$ cat config.mk
export PLATFORM = sky130hd
export DESIGN_NAME = reciprocating_stepper_sequencer_unit
export DESIGN_NICKNAME = d
export VERILOG_FILES = /design/src/rtl/rsss_pkg.sv /design/src/rtl/rsss_cfg.sv /design/src/rtl/rsss_core.sv /design/src/rtl/reciprocating_stepper_sequencer_unit.sv
export SDC_FILE = /design/constraint.sdc
export NUM_CORES = 1
export LEC_CHECK = 0
export BUFFER_PORTS_ARGS = -buffer_cell sky130_fd_sc_hd__buf_2
export CORE_ASPECT_RATIO = 1.1
export CORE_UTILIZATION = 45
export CTS_BUF_LIST = sky130_fd_sc_hd__clkbuf_4
export DETAILED_ROUTE_END_ITERATION = 10
export SLEW_MARGIN = 20
export SYNTH_ARGS = -nofsm -noshare
export SYNTH_HDL_FRONTEND = slang
export SYNTH_SLANG_ARGS = --single-unit
$ cat constraint.sdc
create_clock -name clk_i -period 12.6 [get_ports clk_i]
set_clock_uncertainty 0.2 [all_clocks]
set_input_delay 1.26 -clock clk_i [delete_from_list [all_inputs] [get_ports clk_i]]
set_output_delay 1.26 -clock clk_i [all_outputs]
set_load 0.005 [all_outputs]
$ cat src/rtl/rsss_pkg.sv
// ----------------------------------------------------------------------------
// rsss_pkg
// Types and constants shared by the reciprocating stepper sequencer.
// ----------------------------------------------------------------------------
`default_nettype none

package rsss_pkg;

  typedef enum logic [1:0] {
    MODE_STOP   = 2'd0,
    MODE_SINGLE = 2'd1,
    MODE_CONT   = 2'd2,
    MODE_MANUAL = 2'd3
  } mode_e;

  typedef enum logic [4:0] {
    PH_START      = 5'b00001,
    PH_FWD        = 5'b00010,
    PH_PAUSE_FWD  = 5'b00100,
    PH_BACK       = 5'b01000,
    PH_PAUSE_BACK = 5'b10000
  } phase_e;

  typedef enum logic [1:0] {
    MV_NONE = 2'd0,
    MV_ABS  = 2'd1,
    MV_REL  = 2'd2,
    MV_RUN  = 2'd3
  } move_e;

  // command codes
  localparam logic [3:0] CMD_NONE      = 4'd0;
  localparam logic [3:0] CMD_STOP      = 4'd1;
  localparam logic [3:0] CMD_SINGLE    = 4'd2;
  localparam logic [3:0] CMD_CONT      = 4'd3;
  localparam logic [3:0] CMD_TURN      = 4'd4;
  localparam logic [3:0] CMD_SET_REAR  = 4'd5;
  localparam logic [3:0] CMD_SET_FRONT = 4'd6;
  localparam logic [3:0] CMD_HALF_MAX  = 4'd7;
  localparam logic [3:0] CMD_FULL_MAX  = 4'd8;
  localparam logic [3:0] CMD_UP        = 4'd9;
  localparam logic [3:0] CMD_DOWN      = 4'd10;

  // turn type argument
  localparam logic [15:0] TURN_HALF = 16'd0;
  localparam logic [15:0] TURN_FULL = 16'd1;

  // register indexes
  localparam int unsigned CfgIdxW = 3;
  localparam int unsigned CfgDataW = 16;
  localparam logic [CfgIdxW-1:0] REG_STEPS_PER_REV = 3'd0;
  localparam logic [CfgIdxW-1:0] REG_PAUSE_HALF_MS = 3'd1;
  localparam logic [CfgIdxW-1:0] REG_PAUSE_FULL_MS = 3'd2;
  localparam logic [CfgIdxW-1:0] REG_RETURN_SPEED  = 3'd3;
  localparam logic [CfgIdxW-1:0] REG_RETURN_RAMP   = 3'd4;
  localparam logic [CfgIdxW-1:0] REG_JOG_SPEED     = 3'd5;
  localparam logic [CfgIdxW-1:0] REG_JOG_RAMP      = 3'd6;
  localparam logic [CfgIdxW-1:0] REG_JOG_STEPS     = 3'd7;

  // reset values
  localparam logic [15:0] RST_STEPS_PER_REV = 16'd200;
  localparam logic [15:0] RST_PAUSE_HALF_MS = 16'd1000;
  localparam logic [15:0] RST_PAUSE_FULL_MS = 16'd300;
  localparam logic [15:0] RST_RETURN_SPEED  = 16'd90;
  localparam logic [7:0]  RST_RETURN_RAMP   = 8'd10;
  localparam logic [15:0] RST_JOG_SPEED     = 16'd30;
  localparam logic [7:0]  RST_JOG_RAMP      = 8'd3;
  localparam logic [14:0] RST_JOG_STEPS     = 15'd15;
  localparam logic [15:0] RST_SINGLE_SPEED  = 16'd100;
  localparam logic [15:0] RST_CONT_SPEED    = 16'd200;

  localparam int unsigned InDataW  = 88;
  localparam int unsigned OutDataW = 64;

  typedef struct packed {
    logic [15:0] steps_per_rev;
    logic [15:0] pause_half_ms;
    logic [15:0] pause_full_ms;
    logic [15:0] return_speed;
    logic [7:0]  return_ramp;
    logic [15:0] jog_speed;
    logic [7:0]  jog_ramp;
    logic [14:0] jog_steps;
  } cfg_t;

  typedef struct packed {
    logic [3:0]         cmd;
    logic [15:0]        value;
    logic               motor_running;
    logic signed [31:0] motor_position;
    logic [31:0]        now_ms;
  } poll_t;

  typedef struct packed {
    logic               disable_motor;
    logic               set_zero;
    logic               load_ramp;
    logic [7:0]         ramp_len;
    logic               load_speed;
    logic [15:0]        speed;
    move_e              move_kind;
    logic signed [31:0] move_target;
    logic               turn_finished;
    mode_e              active_mode;
  } order_t;

endpackage

`default_nettype wire

$ cat src/rtl/rsss_cfg.sv
// ----------------------------------------------------------------------------
// rsss_cfg
// Configuration register file, written through a plain write port.
// ----------------------------------------------------------------------------
`default_nettype none

module rsss_cfg
  import rsss_pkg::*;
(
  input  wire logic                clk_i,
  input  wire logic                rst_ni,
  input  wire logic                we_i,
  input  wire logic [CfgIdxW-1:0]  idx_i,
  input  wire logic [CfgDataW-1:0] data_i,
  output cfg_t                     cfg_o
);

  cfg_t cfg_q, cfg_d;

  always_comb begin
    cfg_d = cfg_q;
    if (we_i) begin
      unique case (idx_i)
        REG_STEPS_PER_REV: cfg_d.steps_per_rev = data_i;
        REG_PAUSE_HALF_MS: cfg_d.pause_half_ms = data_i;
        REG_PAUSE_FULL_MS: cfg_d.pause_full_ms = data_i;
        REG_RETURN_SPEED:  cfg_d.return_speed  = data_i;
        REG_RETURN_RAMP:   cfg_d.return_ramp   = data_i[7:0];
        REG_JOG_SPEED:     cfg_d.jog_speed     = data_i;
        REG_JOG_RAMP:      cfg_d.jog_ramp      = data_i[7:0];
        REG_JOG_STEPS:     cfg_d.jog_steps     = data_i[14:0];
      endcase
    end
  end

  always_ff @(posedge clk_i or negedge rst_ni) begin
    if (!rst_ni) begin
      cfg_q.steps_per_rev <= RST_STEPS_PER_REV;
      cfg_q.pause_half_ms <= RST_PAUSE_HALF_MS;
      cfg_q.pause_full_ms <= RST_PAUSE_FULL_MS;
      cfg_q.return_speed  <= RST_RETURN_SPEED;
      cfg_q.return_ramp   <= RST_RETURN_RAMP;
      cfg_q.jog_speed     <= RST_JOG_SPEED;
      cfg_q.jog_ramp      <= RST_JOG_RAMP;
      cfg_q.jog_steps     <= RST_JOG_STEPS;
    end else begin
      cfg_q <= cfg_d;
    end
  end

  assign cfg_o = cfg_q;

endmodule

`default_nettype wire

$ cat src/rtl/rsss_core.sv
// ----------------------------------------------------------------------------
// rsss_core
// Sequencer state and the per-poll decision logic: command decode, mode
// handover and the motion phase machine of each mode.
// ----------------------------------------------------------------------------
`default_nettype none

module rsss_core
  import rsss_pkg::*;
(
  input  wire logic  clk_i,
  input  wire logic  rst_ni,
  input  wire logic  step_i,
  input  wire cfg_t  cfg_i,
  input  wire poll_t poll_i,
  output order_t     order_o
);

  mode_e       cur_q, cur_d, pend_q, pend_d;
  phase_e      ph_q, ph_d;
  logic        done_q, done_d;
  logic        fk_q, fk_d, rk_q, rk_d;
  logic [31:0] fo_q, fo_d;
  logic        full_q, full_d;
  logic [15:0] srs_q, srs_d, cs_q, cs_d;
  logic        jb_q, jb_d;
  logic [31:0] fps_q, fps_d, bps_q, bps_d;

  logic [31:0] pos;
  logic [31:0] el_front, el_back;
  logic [31:0] pause_sel;
  order_t      o;

  assign el_front  = poll_i.now_ms - fps_q;
  assign el_back   = poll_i.now_ms - bps_q;

  always_comb begin
    cur_d  = cur_q;
    pend_d = pend_q;
    ph_d   = ph_q;
    done_d = done_q;
    fk_d   = fk_q;
    rk_d   = rk_q;
    fo_d   = fo_q;
    full_d = full_q;
    srs_d  = srs_q;
    cs_d   = cs_q;
    jb_d   = jb_q;
    fps_d  = fps_q;
    bps_d  = bps_q;
    pos    = poll_i.motor_position;
    o      = '0;

    unique case (poll_i.cmd)
      CMD_STOP: pend_d = MODE_STOP;
      CMD_SINGLE: begin
        if (fk_q && rk_q) begin
          srs_d  = poll_i.value;
          pend_d = MODE_SINGLE;
        end
      end
      CMD_CONT: begin
        if (fk_q && rk_q) begin
          cs_d   = poll_i.value;
          pend_d = MODE_CONT;
        end
      end
      CMD_TURN: begin
        if (poll_i.value == TURN_FULL) begin
          full_d = 1'b1;
        end else if (poll_i.value == TURN_HALF) begin
          full_d = 1'b0;
        end
      end
      CMD_SET_REAR: begin
        if (fk_q) begin
          fo_d = fo_q - poll_i.motor_position;
        end
        o.set_zero = 1'b1;
        pos        = '0;
        rk_d       = 1'b1;
      end
      CMD_SET_FRONT: begin
        fo_d = poll_i.motor_position;
        fk_d = 1'b1;
      end
      CMD_UP, CMD_DOWN: begin
        if (cur_q == MODE_STOP) begin
          pend_d = MODE_MANUAL;
          jb_d   = (poll_i.cmd == CMD_DOWN);
        end
      end
      default: ;
    endcase

    if (pend_d != cur_d && done_d) begin
      cur_d = pend_d;
    end

    pause_sel = {16'd0, (full_d ? cfg_i.pause_full_ms : cfg_i.pause_half_ms)};

    unique case (cur_d)
      MODE_SINGLE: begin
        unique case (ph_q)
          PH_START: begin
            done_d        = 1'b0;
            o.load_speed  = 1'b1;
            o.speed       = srs_d;
            o.move_kind   = MV_ABS;
            o.move_target = full_d ? {16'd0, cfg_i.steps_per_rev} : fo_d;
            ph_d          = PH_FWD;
          end
          PH_FWD: begin
            if (!poll_i.motor_running) begin
              ph_d  = PH_PAUSE_FWD;
              fps_d = poll_i.now_ms;
            end
          end
          PH_PAUSE_FWD: begin
            if (el_front > pause_sel) begin
              o.load_ramp  = 1'b1;
              o.ramp_len   = cfg_i.return_ramp;
              o.load_speed = 1'b1;
              o.speed      = cfg_i.return_speed;
              if (!full_d) begin
                o.move_kind   = MV_ABS;
                o.move_target = '0;
                ph_d          = PH_BACK;
              end else begin
                o.set_zero  = 1'b1;
                ph_d        = PH_START;
                pend_d      = MODE_STOP;
                done_d      = 1'b1;
                o.load_ramp = 1'b1;
                o.ramp_len  = '0;
              end
            end
          end
          PH_BACK: begin
            if (!poll_i.motor_running) begin
              ph_d        = PH_START;
              pend_d      = MODE_STOP;
              done_d      = 1'b1;
              o.load_ramp = 1'b1;
              o.ramp_len  = '0;
            end
          end
          default: ;
        endcase
      end
      MODE_CONT: begin
        unique case (ph_q)
          PH_START: begin
            done_d       = 1'b0;
            o.load_speed = 1'b1;
            o.speed      = cs_d;
            if (!full_d) begin
              o.move_kind   = MV_ABS;
              o.move_target = fo_d;
            end
            ph_d = PH_FWD;
          end
          PH_FWD: begin
            if (!full_d) begin
              if (!poll_i.motor_running) begin
                ph_d  = PH_PAUSE_FWD;
                fps_d = poll_i.now_ms;
              end
            end else begin
              done_d      = 1'b0;
              o.move_kind = MV_RUN;
              if ($signed(pos) >= $signed({16'd0, cfg_i.steps_per_rev})) begin
                o.set_zero = 1'b1;
                done_d     = 1'b1;
              end
              if (done_d && pend_d == MODE_STOP) begin
                ph_d  = PH_START;
                cur_d = MODE_STOP;
              end
            end
          end
          PH_PAUSE_FWD: begin
            if (el_front >= {16'd0, cfg_i.pause_half_ms}) begin
              o.load_ramp   = 1'b1;
              o.ramp_len    = cfg_i.return_ramp;
              o.load_speed  = 1'b1;
              o.speed       = cfg_i.return_speed;
              o.move_kind   = MV_ABS;
              o.move_target = '0;
              ph_d          = PH_BACK;
            end
          end
          PH_BACK: begin
            if (!poll_i.motor_running) begin
              ph_d  = PH_PAUSE_BACK;
              bps_d = poll_i.now_ms;
            end
          end
          PH_PAUSE_BACK: begin
            if (el_back >= {16'd0, cfg_i.pause_half_ms}) begin
              ph_d        = PH_START;
              done_d      = 1'b1;
              o.load_ramp = 1'b1;
              o.ramp_len  = '0;
            end
          end
          default: ;
        endcase
      end
      MODE_MANUAL: begin
        unique case (ph_q)
          PH_START: begin
            done_d       = 1'b0;
            o.load_ramp  = 1'b1;
            o.ramp_len   = cfg_i.jog_ramp;
            o.load_speed = 1'b1;
            o.speed      = cfg_i.jog_speed;
            o.move_kind  = MV_REL;
            if (!jb_d) begin
              o.move_target = {17'd0, cfg_i.jog_steps};
              ph_d          = PH_FWD;
            end else begin
              o.move_target = 32'd0 - {17'd0, cfg_i.jog_steps};
              ph_d          = PH_BACK;
            end
          end
          PH_FWD, PH_BACK: begin
            if (!poll_i.motor_running) begin
              ph_d        = PH_START;
              pend_d      = MODE_STOP;
              done_d      = 1'b1;
              o.load_ramp = 1'b1;
              o.ramp_len  = '0;
            end
          end
          default: ;
        endcase
      end
      MODE_STOP: begin
        o.disable_motor = 1'b1;
        ph_d            = PH_START;
      end
    endcase

    o.turn_finished = done_d;
    o.active_mode   = cur_d;
  end

  assign order_o = o;

  always_ff @(posedge clk_i or negedge rst_ni) begin
    if (!rst_ni) begin
      cur_q  <= MODE_STOP;
      pend_q <= MODE_STOP;
      ph_q   <= PH_START;
      done_q <= 1'b1;
      fk_q   <= 1'b0;
      rk_q   <= 1'b0;
      fo_q   <= '0;
      full_q <= 1'b0;
      srs_q  <= RST_SINGLE_SPEED;
      cs_q   <= RST_CONT_SPEED;
      jb_q   <= 1'b0;
      fps_q  <= '0;
      bps_q  <= '0;
    end else if (step_i) begin
      cur_q  <= cur_d;
      pend_q <= pend_d;
      ph_q   <= ph_d;
      done_q <= done_d;
      fk_q   <= fk_d;
      rk_q   <= rk_d;
      fo_q   <= fo_d;
      full_q <= full_d;
      srs_q  <= srs_d;
      cs_q   <= cs_d;
      jb_q   <= jb_d;
      fps_q  <= fps_d;
      bps_q  <= bps_d;
    end
  end

endmodule

`default_nettype wire

$ cat src/rtl/reciprocating_stepper_sequencer_unit.sv
// Datapath: an accepted poll is held in the input register, and its order is then
// captured in the result register, which drives the output.
// Throughput: one poll per cycle, limited only by downstream tready.
// Reset: asynchronous, active low; clears the valid flags of both stages, sets the sequencer
// to stop mode with no ends defined and loads the register defaults.
// ----------------------------------------------------------------------------
// reciprocating_stepper_sequencer_unit
// Motion sequencer for a reciprocating stepper axis, one poll per transfer.
// ----------------------------------------------------------------------------
`default_nettype none

module reciprocating_stepper_sequencer_unit
  import rsss_pkg::*;
(
  input  wire logic                clk_i,
  input  wire logic                rst_ni,
  // configuration
  input  wire logic                cfg_we_i,
  input  wire logic [CfgIdxW-1:0]  cfg_idx_i,
  input  wire logic [CfgDataW-1:0] cfg_data_i,
  // polls
  input  wire logic                s_axis_tvalid,
  output logic                     s_axis_tready,
  // value[15:0], motor_running[16], motor_position[48:17], now_ms[80:49], zero
  input  wire logic [InDataW-1:0]  s_axis_tdata,
  // cmd[3:0]
  input  wire logic [3:0]          s_axis_tuser,
  // motor orders
  output logic                     m_axis_tvalid,
  input  wire logic                m_axis_tready,
  // disable_motor[0], set_zero[1], load_ramp[2], ramp_len[10:3], load_speed[11],
  // speed[27:12], move_target[59:28], turn_finished[60], active_mode[62:61], zero
  output logic [OutDataW-1:0]      m_axis_tdata,
  // move_kind[1:0]
  output logic [1:0]               m_axis_tuser
);

  cfg_t   cfg;
  poll_t  poll_in, poll_q;
  order_t order, order_q;
  logic   in_valid_q, out_valid_q;
  logic   advance, step, in_xfer;

  assign poll_in.cmd            = s_axis_tuser;
  assign poll_in.value          = s_axis_tdata[15:0];
  assign poll_in.motor_running  = s_axis_tdata[16];
  assign poll_in.motor_position = s_axis_tdata[48:17];
  assign poll_in.now_ms         = s_axis_tdata[80:49];

  assign advance       = !out_valid_q || m_axis_tready;
  assign s_axis_tready = !in_valid_q || advance;
  assign in_xfer       = s_axis_tvalid && s_axis_tready;
  assign step          = in_valid_q && advance;

  rsss_cfg u_cfg (
    .clk_i  (clk_i),
    .rst_ni (rst_ni),
    .we_i   (cfg_we_i),
    .idx_i  (cfg_idx_i),
    .data_i (cfg_data_i),
    .cfg_o  (cfg)
  );

  rsss_core u_core (
    .clk_i   (clk_i),
    .rst_ni  (rst_ni),
    .step_i  (step),
    .cfg_i   (cfg),
    .poll_i  (poll_q),
    .order_o (order)
  );

  always_ff @(posedge clk_i or negedge rst_ni) begin
    if (!rst_ni) begin
      in_valid_q  <= 1'b0;
      out_valid_q <= 1'b0;
    end else begin
      if (s_axis_tready) begin
        in_valid_q <= s_axis_tvalid;
      end
      if (advance) begin
        out_valid_q <= in_valid_q;
      end
    end
  end

  always_ff @(posedge clk_i) begin
    if (in_xfer) begin
      poll_q <= poll_in;
    end
    if (step) begin
      order_q <= order;
    end
  end

  assign m_axis_tvalid = out_valid_q;
  assign m_axis_tuser  = order_q.move_kind;
  assign m_axis_tdata  = {1'b0,
                          order_q.active_mode,
                          order_q.turn_finished,
                          order_q.move_target,
                          order_q.speed,
                          order_q.load_speed,
                          order_q.ramp_len,
                          order_q.load_ramp,
                          order_q.set_zero,
                          order_q.disable_motor};

  a_target_unused: assert property (@(posedge clk_i) disable iff (!rst_ni)
    out_valid_q && (order_q.move_kind == MV_NONE || order_q.move_kind == MV_RUN)
      |-> order_q.move_target == '0)
    else $error("move target set without a targeted move");

  a_loads_clean: assert property (@(posedge clk_i) disable iff (!rst_ni)
    out_valid_q |-> (order_q.load_ramp || order_q.ramp_len == '0) &&
                    (order_q.load_speed || order_q.speed == '0))
    else $error("ramp or speed value without its load flag");

  a_disable_stop: assert property (@(posedge clk_i) disable iff (!rst_ni)
    out_valid_q && order_q.disable_motor
      |-> order_q.active_mode == MODE_STOP && order_q.move_kind == MV_NONE)
    else $error("driver disabled outside stop mode or with a move");

  a_advance: assert property (@(posedge clk_i) disable iff (!rst_ni)
    in_valid_q && !out_valid_q |=> out_valid_q)
    else $error("poll held in input stage while result stage was empty");

endmodule

`default_nettype wire
==> summary.txt, run 1 <==
STATUS
-------------------------------------------------------------------------------------------------
Run status                                                                           finished, final reports clean

SETUP PATH
-------------------------------------------------------------------------------------------------
Data arrival time of the critical path                                                    6.15 ns
Kind of launch point of the worst setup path                                             register
Category of the worst setup path capture point                                           register
Maximum fanout along the worst path                                                            18
Required time worst endpoint                                                             13.01 ns
Critical path type                                                                   register to register

PLACED DESIGN
-------------------------------------------------------------------------------------------------
Count of input and output buffers                                                             175
Pre-CTS worst setup slack                                                                6.888 ns
Placement-stage cell area                                                            25,560 sq um
Final weighted congestion of routability-driven global placement                           0.9469
Post-detailed-placement half-perimeter wirelength                                        47.31 mm

CLOCKING
-------------------------------------------------------------------------------------------------
Skew-Pair Late Insertion Delay                                                            0.92 ns
Buffer type at the clock tree root                                                       clkbuf_4
Clock edge transition at the registers on the reported setup and hold paths               0.07 ns
Clock Sinks                                                                                   405
Clock buffer depth                                                                              3
Number of buffers inserted for hold repair after clock tree synthesis                           0
Post-cts gate resize count                                                                      0
Setup fix buffers added after clock tree synthesis                                              0
Total clock buffers created by CTS                                                            111
CTS tree                                                                                    built
H-Tree Level Count                                                                              3

POWER AND IR DROP
-------------------------------------------------------------------------------------------------
Part of the total power dissipated in the clock network                                     0.321
Worst VDD drop                                                                           60.80 uV
Power density of the placed cells                                                    142.3 nW/um^2
Combinational power share                                                                   0.241
Net switching share of the total power                                                     0.3208
Internal Pwr Total                                                                        2620 uW
Total leakage power                                                                    0.01200 uW
P_sw                                                                                      1237 uW
Sequential fraction of design power                                                         0.439

YOSYS
-------------------------------------------------------------------------------------------------
Mean instance size in the synthesized netlist                                         9.866 sq um
Number of distinct library cell variants in the gate-level netlist after synthesis             80
Area share of fa/ha/maj cells after synthesis                                             0.08740
Synthesis-stage register bit count                                                            405
Count of synthesis-stage warnings from yosys                                                    0
Count of mapped cells out of synthesis                                                      2,435
Post-Synthesis Cell Area                                                             24,020 sq um
Net count after synthesis                                                                   2,717
Fraction of synthesized area in multiplexers                                              0.07620
Complex-gate fraction of the synthesized area                                              0.1811
Most used flip-flop cell after synthesis                                                  dfrtp_1
EDFF count, synth                                                                             150
Share of synthesized area occupied by flip-flops and latches                               0.4551
Post-Synth XOR/XNOR Area                                                                  0.03099
Share of async-settable or async-resettable flops after synthesis                          0.6296
Combinational family with the most area after synthesis                              compound AO/OA/AOI/OAI gates
Share of synthesized cell area in and, or, nand and nor gates                              0.1262

LAYOUT
-------------------------------------------------------------------------------------------------
Post-Layout Inst Area                                                                27,110 sq um
Share of cells above drive strength 1                                                      0.2137
Post-layout utilization of the core                                                        0.5150
Layout overhead on the synthesized area                                                    12.84%
Net count reported at finish                                                                2,917

GLOBAL ROUTE
-------------------------------------------------------------------------------------------------
First-pass GRT wire length                                                               104.0 mm
Global-route usage over all layers                                                         0.2433
Largest net degree at the start of global routing                                             183
Congestion Overflow GR                                                                          0
Vias in the first global route                                                             19.26k
Initial antenna violation count                                                                 2

ROUTING
-------------------------------------------------------------------------------------------------
Vias                                                                                       19.47k
Remaining antenna violation count                                                               0
Initial drt markers                                                                         1,209
Residual DRC                                                                                    0
DR WL/cell                                                                               19.42 um
Average via count per standard cell                                                         5.709
First drt pass iteration count                                                                  8
Routed wire length                                                                       66.21 mm

FLOORPLANNING
-------------------------------------------------------------------------------------------------
Core Box Area                                                                        52,630 sq um
Die area                                                                             54,310 sq um
Initial Utilization                                                                        0.4564
Die outline height                                                                       244.3 um
Die boundary width                                                                       222.3 um
Total number of placement rows                                                                 88
I/O pin count                                                                                 184

TIMING
-------------------------------------------------------------------------------------------------
Number of failing setup endpoints in the final timing report                                    0
Final-layout setup total negative slack                                                      0 ns
Setup WS post-layout                                                                     6.859 ns
Number of pins exceeding their max-slew limit in the final report                               0
Maximum clock rate                                                                      174.2 MHz
RSZ-0062 raised after global routing                                                        false
Transition at the pin with the smallest max-transition slack                             1.092 ns
Worst hold slack                                                                        0.1125 ns
Hold violation count in the final report                                                        0
Final worst path period share                                                              0.4557
Slew Limit Headroom                                                                        0.2722
Final Critical Period                                                                    5.741 ns

WORST HOLD PATH
-------------------------------------------------------------------------------------------------
Hold/Removal Path Class                                                              primary input to asynchronous set/reset pin

FLOW RUN
-------------------------------------------------------------------------------------------------
Max-cap violation count                                                                         0

[cells in the mapped netlist (9+ instances only)]
cell,count,area share
a41oi_1,9,0.0033
a21oi_1,167,0.035
nor2_1,164,0.026
dfrtp_1,218,0.23
edfxtp_1,150,0.19
nor4_1,17,0.0044
o21ai_0,207,0.043
ha_1,163,0.085
nor3_1,23,0.0048
mux2i_1,40,0.017
nand3_1,35,0.0073
nand4_1,27,0.0070
nand2b_1,33,0.0086
inv_1,162,0.025
and3_1,11,0.0029
o31ai_1,13,0.0041
o22ai_1,39,0.010
nand3b_1,9,0.0028
nor2b_1,19,0.0049
dfstp_2,37,0.040
a21o_1,47,0.015
o21a_1,21,0.0066
xnor2_1,52,0.019
mux2_2,127,0.060
a211oi_1,21,0.0066
a31oi_1,19,0.0049
a22o_1,15,0.0055
o211ai_1,18,0.0056
nand2_1,257,0.040
xor2_1,33,0.012
o21bai_1,10,0.0031
and2_1,16,0.0042
a22oi_1,18,0.0056
clkbuf_1,100,0.016
a221oi_1,16,0.0058
[metal layers]
layer | share of wire | track usage | vias to the layer above
met3 | 0.050 | 0.03713 | 125
met2 | 0.48 | 0.4043 | 546
met4 | 0.033 | 0.1062 | 0
li1 | - | - | 9324
met1 | 0.44 | 0.3145 | 9473
met5 | 0 | 0 | -
[logic make-up after synthesis]
kind of cell | count (synthesis)
xor+xnor | 85
buf+inv | 271
other cells | 1
flops | 405
fa+ha+maj | 166
simple gates | 652
compound gates | 688
mux | 167
[final cells by class]
class | instances | area, sq um
antenna | 2 | 5.005
clock buffer | 177 | 1329
clock inverter | 34 | 183.9
fill | 4956 | 25520
inverter | 162 | 609.3
multi-input combinational | 1759 | 12130
sequential | 405 | 10930
tap | 675 | 844.6
timing repair buffer | 196 | 1076
[path summary, 6_finish.rpt]
| kind | cells after the start | slack [ns] | endpoint | start |
|---|---|---|---|---|
| worst max-delay path | 19 | 6.86 | m_axis_tdata[2] | poll_q[0] |
| worst min-delay path | 1 | 0.11 | u_core.fps_q[11] | rst_ni |
| worst max register to register | 19 | 6.86 | m_axis_tdata[2] | poll_q[0] |
| worst min register to register | 1 | 0.26 | u_core.rk_q | u_core.rk_q |
| max in group asynchronous | 3 | 10.65 | u_core.fo_q[24] | rst_ni |
| min in group clk_i | 1 | 0.26 | u_core.rk_q | u_core.rk_q |
[worst max-delay path, stage by stage (launching register included)]
cell and delay [ns]:
edfxtp_1 0.37, inv_1 0.07, ha_1 0.23, fa_1 0.44, nand2b_1 0.18, a21oi_1 0.38, nor2_1 0.14, o31ai_1 0.30
xor2_1 0.24, ha_1 0.27, nor2b_1 0.13, o21ai_0 0.16, a21oi_1 0.10, o21a_1 0.18, o21ai_0 0.14, a22o_1 0.21
inv_1 0.12, or4b_2 0.84, a21boi_4 0.56, a31oi_1 0.17
[flip-flops by register name (all words and copies together), names as in the netlist]
| register | cells |
|---|---|
| u_core.jb_q | 1 |
| poll_q | 85 |
| m_axis_tdata | 63 |
| u_core.fps_q | 32 |
| u_core.cs_q | 16 |
| u_core.bps_q | 32 |
| m_axis_tvalid | 1 |
| in_valid_q | 1 |
| u_core.pend_q | 2 |
| u_core.full_q | 1 |
| u_core.rk_q | 1 |
| m_axis_tuser | 2 |
| u_core.fo_q | 32 |
| u_cfg.cfg_o | 111 |
| u_core.fk_q | 1 |
| u_core.srs_q | 16 |
| u_core.cur_q | 2 |
| u_core.done_q | 1 |
| u_core.ph_q | 5 |
[layout by cell type (no fill, tap or decap), drive strengths merged, types with 9 or more instances in the layout]
| master | netlist | routed |
|---|---|---|
| a22oi | 18 | 18 |
| a31oi | 19 | 19 |
| a221oi | 16 | 16 |
| and2 | 16 | 16 |
| a22o | 15 | 15 |
| o22ai | 39 | 39 |
| a21oi | 167 | 167 |
| ha | 163 | 163 |
| a41oi | 9 | 9 |
| clkbuf | 100 | 177 |
| dfrtp | 218 | 218 |
| dfstp | 37 | 37 |
| clkinv | 0 | 31 |
| a21o | 47 | 47 |
| nor2b | 19 | 19 |
| nor2 | 164 | 164 |
| nor4 | 17 | 17 |
| mux2i | 40 | 40 |
| nand2 | 257 | 257 |
| nor3 | 23 | 23 |
| nand3b | 9 | 9 |
| inv | 162 | 165 |
| o21a | 21 | 21 |
| o21ai | 209 | 209 |
| o31ai | 13 | 13 |
| o211ai | 18 | 18 |
| o21bai | 10 | 10 |
| and3 | 11 | 11 |
| mux2 | 127 | 127 |
| xor2 | 33 | 33 |
| xnor2 | 52 | 52 |
| edfxtp | 150 | 150 |
| a211oi | 21 | 21 |
| nand4 | 27 | 27 |
| nand3 | 35 | 35 |
| buf | 9 | 196 |
| nand2b | 33 | 33 |
[power by group through the flow]
| stage | Sequential [uW] | Combinational, uW | Clock, uW |
|---|---|---|---|
| final | 1690 | 928 | 1240 |
| after global routing | 1720 | 1040 | 1340 |
| after CTS | 1690 | 928 | 1280 |
| after detailed placement | 1720 | 922 | 0 |
| after global placement | 1710 | 895 | 0 |
| after floorplan | 1680 | 682 | 0 |
[metrics by stage]
step / cells / total power [uW]
floorplan: 2435 / 2360
detailed placement: 3196 / 2637
global route: 3410 / 4099
global placement: 3196 / 2602
finish: 3410 / 3857
CTS: 3407 / 3901
(Power assumes the default switching activity.)
==> inputs of run 2 (changes only) <==
==> constraint.sdc (replaced) <==
create_clock -name clk_i -period 5.9 [get_ports clk_i]
set_clock_uncertainty 0.2 [all_clocks]
set_input_delay 0.59 -clock clk_i [delete_from_list [all_inputs] [get_ports clk_i]]
set_output_delay 0.59 -clock clk_i [all_outputs]
set_load 0.005 [all_outputs]
==> summary.txt, run 2 (synthesized netlist as in run 1, its figures left out) <==
ROUTING
------------------------------------------------------------------------------------------
DR WL/cell                                                                        19.61 um
Residual DRC                                                                             0
Average via count per standard cell                                                  5.646
First drt pass iteration count                                                           5
Vias                                                                                19.92k
Remaining antenna violation count                                                        0
Initial drt markers                                                                  1,073
Routed wire length                                                                69.20 mm

POWER AND IR DROP
------------------------------------------------------------------------------------------
Part of the total power dissipated in the clock network                              0.306
Power density of the placed cells                                             290.3 nW/um^2
Combinational power share                                                            0.251
Total Power Consumption                                                            8180 uW
Net switching share of the total power                                              0.3262
Sequential fraction of design power                                                  0.443
Worst VDD drop                                                                    144.2 uV
Total leakage power                                                             0.01245 uW
Internal Pwr Total                                                                 5512 uW
P_sw                                                                               2668 uW

SETUP PATH
------------------------------------------------------------------------------------------
Critical path type                                                            register to register
Category of the worst setup path capture point                                    register
Data arrival time of the critical path                                             5.87 ns
Required time worst endpoint                                                       6.29 ns
Kind of launch point of the worst setup path                                      register
Maximum fanout along the worst path                                                     18

PLACED DESIGN
------------------------------------------------------------------------------------------
Post-Place Cells                                                                     3,213
Post-detailed-placement half-perimeter wirelength                                 49.29 mm
Placement-stage cell area                                                     25,700 sq um
Count of input and output buffers                                                      175
Final weighted congestion of routability-driven global placement                    0.9205

LAYOUT
------------------------------------------------------------------------------------------
Post-Layout Inst Area                                                         28,180 sq um
Number of flip-flops in the largest register                                           111
Most frequent standard cell in the layout excluding fill and tap cells             nand2_1
Share of cells above drive strength 1                                               0.2012
Net count reported at finish                                                         3,038
Fillcell total                                                                       4,861
Non-filler cells, final                                                              3,529
Layout overhead on the synthesized area                                             17.29%
Commonest cells after routing, fill and taps aside                            nand2_1, dfrtp_1, o21ai_0

FLOORPLANNING
------------------------------------------------------------------------------------------
Die boundary width                                                                222.3 um
Die area                                                                      54,310 sq um
Core Box Area                                                                 52,630 sq um
I/O pin count                                                                          184
Initial Utilization                                                                 0.4564
Die outline height                                                                244.3 um
Total number of placement rows                                                          88

GLOBAL ROUTE
------------------------------------------------------------------------------------------
First-pass GRT wire length                                                        108.3 mm
Vias in the first global route                                                      20.01k
Global-route usage over all layers                                                  0.2544
Congestion Overflow GR                                                                   0
Initial antenna violation count                                                          1
Largest net degree at the start of global routing                                      105

STATUS
------------------------------------------------------------------------------------------
Run status                                                                    finished, final reports clean

CLOCKING
------------------------------------------------------------------------------------------
H-Tree Level Count                                                                       3
Number of buffers inserted for hold repair after clock tree synthesis                  105
Setup fix buffers added after clock tree synthesis                                       0
Skew-Pair Late Insertion Delay                                                     0.90 ns
Buffer type at the clock tree root                                                clkbuf_4
Clock buffer depth                                                                       3
Clock Sinks                                                                            405
Clock edge transition at the registers on the reported setup and hold paths        0.06 ns
CTS tree                                                                             built
Total clock buffers created by CTS                                                     111
Post-cts gate resize count                                                               0

TIMING
------------------------------------------------------------------------------------------
Final-layout setup total negative slack                                               0 ns
Number of failing setup endpoints in the final timing report                             0
Final worst path period share                                                       0.9289
Number of pins exceeding their max-slew limit in the final report                        0
RSZ-0062 raised after global routing                                                 false
Maximum clock rate                                                               182.5 MHz
Slew Limit Headroom                                                                 0.3511
Hold violation count in the final report                                                 0
Transition at the pin with the smallest max-transition slack                     0.9645 ns
Final Critical Period                                                             5.481 ns

WORST HOLD PATH
------------------------------------------------------------------------------------------
Hold/Removal Path Class                                                       primary input to register

FLOW RUN
------------------------------------------------------------------------------------------
Max-cap violation count                                                                  0

## run 2: changes by cell type in the layout (fill, tap and decap cells not counted), moves of 2 or more
| cell | before | now |
|---|---|---|
| clkbuf_4 | 177 | 143 |
| bufinv_16 | 0 | 2 |
| dlygate4sd3_1 | 0 | 105 |
| buf_12 | 1 | 3 |
| clkinv_1 | 24 | 46 |
| clkinv_2 | 4 | 14 |
| buf_4 | 19 | 34 |
## run 2: worst paths after layout
path	start	to	slack (ns)	cells past startpoint
max	poll_q[0]	m_axis_tdata[2]	0.42	20
min	cfg_idx_i[1]	u_cfg.cfg_o[82]	0.14	5
max reg2reg	poll_q[0]	m_axis_tdata[2]	0.42	20
min reg2reg	u_core.rk_q	u_core.rk_q	0.26	1
max in group asynchronous	rst_ni	u_core.fo_q[10]	3.99	3
min in group asynchronous	rst_ni	u_core.bps_q[2]	0.17	2
## run 2: per-stage QoR
| step | setup WS (ns) | utilization | hold slack [ns] |
|---|---|---|---|
| after floorplan | 0.8568 | - | 0.09441 |
| after global placement | 0.5508 | 0.4884 | 0.2376 |
| after detailed placement | 0.4368 | 0.4884 | 0.2440 |
| after CTS | 0.4197 | 0.5353 | 0.04708 |
| after global routing | 0.03727 | 0.5354 | 0.1268 |
| final | 0.4193 | 0.5354 | 0.1443 |
## run 2: final cells by class
cell class | instances | area, sq um | area share
repair buffers | 317 | 2252 | 0.07993
well taps | 675 | 844.6 | 0.02997
diodes | 1 | 2.502 | 0.00008881
multi-input cells | 1759 | 12120 | 0.4300
clock buffers | 143 | 1074 | 0.03810
flip-flops and latches | 405 | 10930 | 0.3880
inverters | 162 | 609.3 | 0.02163
clock inverters | 67 | 347.8 | 0.01234
## run 2: layer usage
metal  part of all wire  vias to the layer above  track usage
met2               0.49                      517       0.4414
met1               0.43                     9716       0.3185
met4              0.028                        0       0.1001
li1                   -                     9583            -
met5                  0                        -            0
met3              0.047                      107      0.03689
## run 2: critical path: stages (launching register included)
cell	delay, ns
edfxtp_1	0.36
inv_1	0.07
ha_1	0.23
fa_1	0.45
nand2b_1	0.19
a21oi_1	0.34
nor2_1	0.13
o31ai_1	0.31
xor2_1	0.25
ha_1	0.28
nor2b_1	0.13
o21ai_0	0.14
a21oi_1	0.08
o21a_1	0.16
o21ai_0	0.18
a22o_1	0.24
inv_1	0.10
or4b_2	0.78
a21boi_4	0.18
buf_4	0.26
a31oi_1	0.13
## run 2: power by group through the flow
stage	Clock [uW]	Sequential (uW)	Combinational [uW]
2_1_floorplan	0	3580	1460
3_3_place_gp	0	3650	1920
3_5_place_dp	0	3670	1990
4_1_cts	2610	3620	2050
5_1_grt	2750	3670	2290
6_report	2510	3620	2050
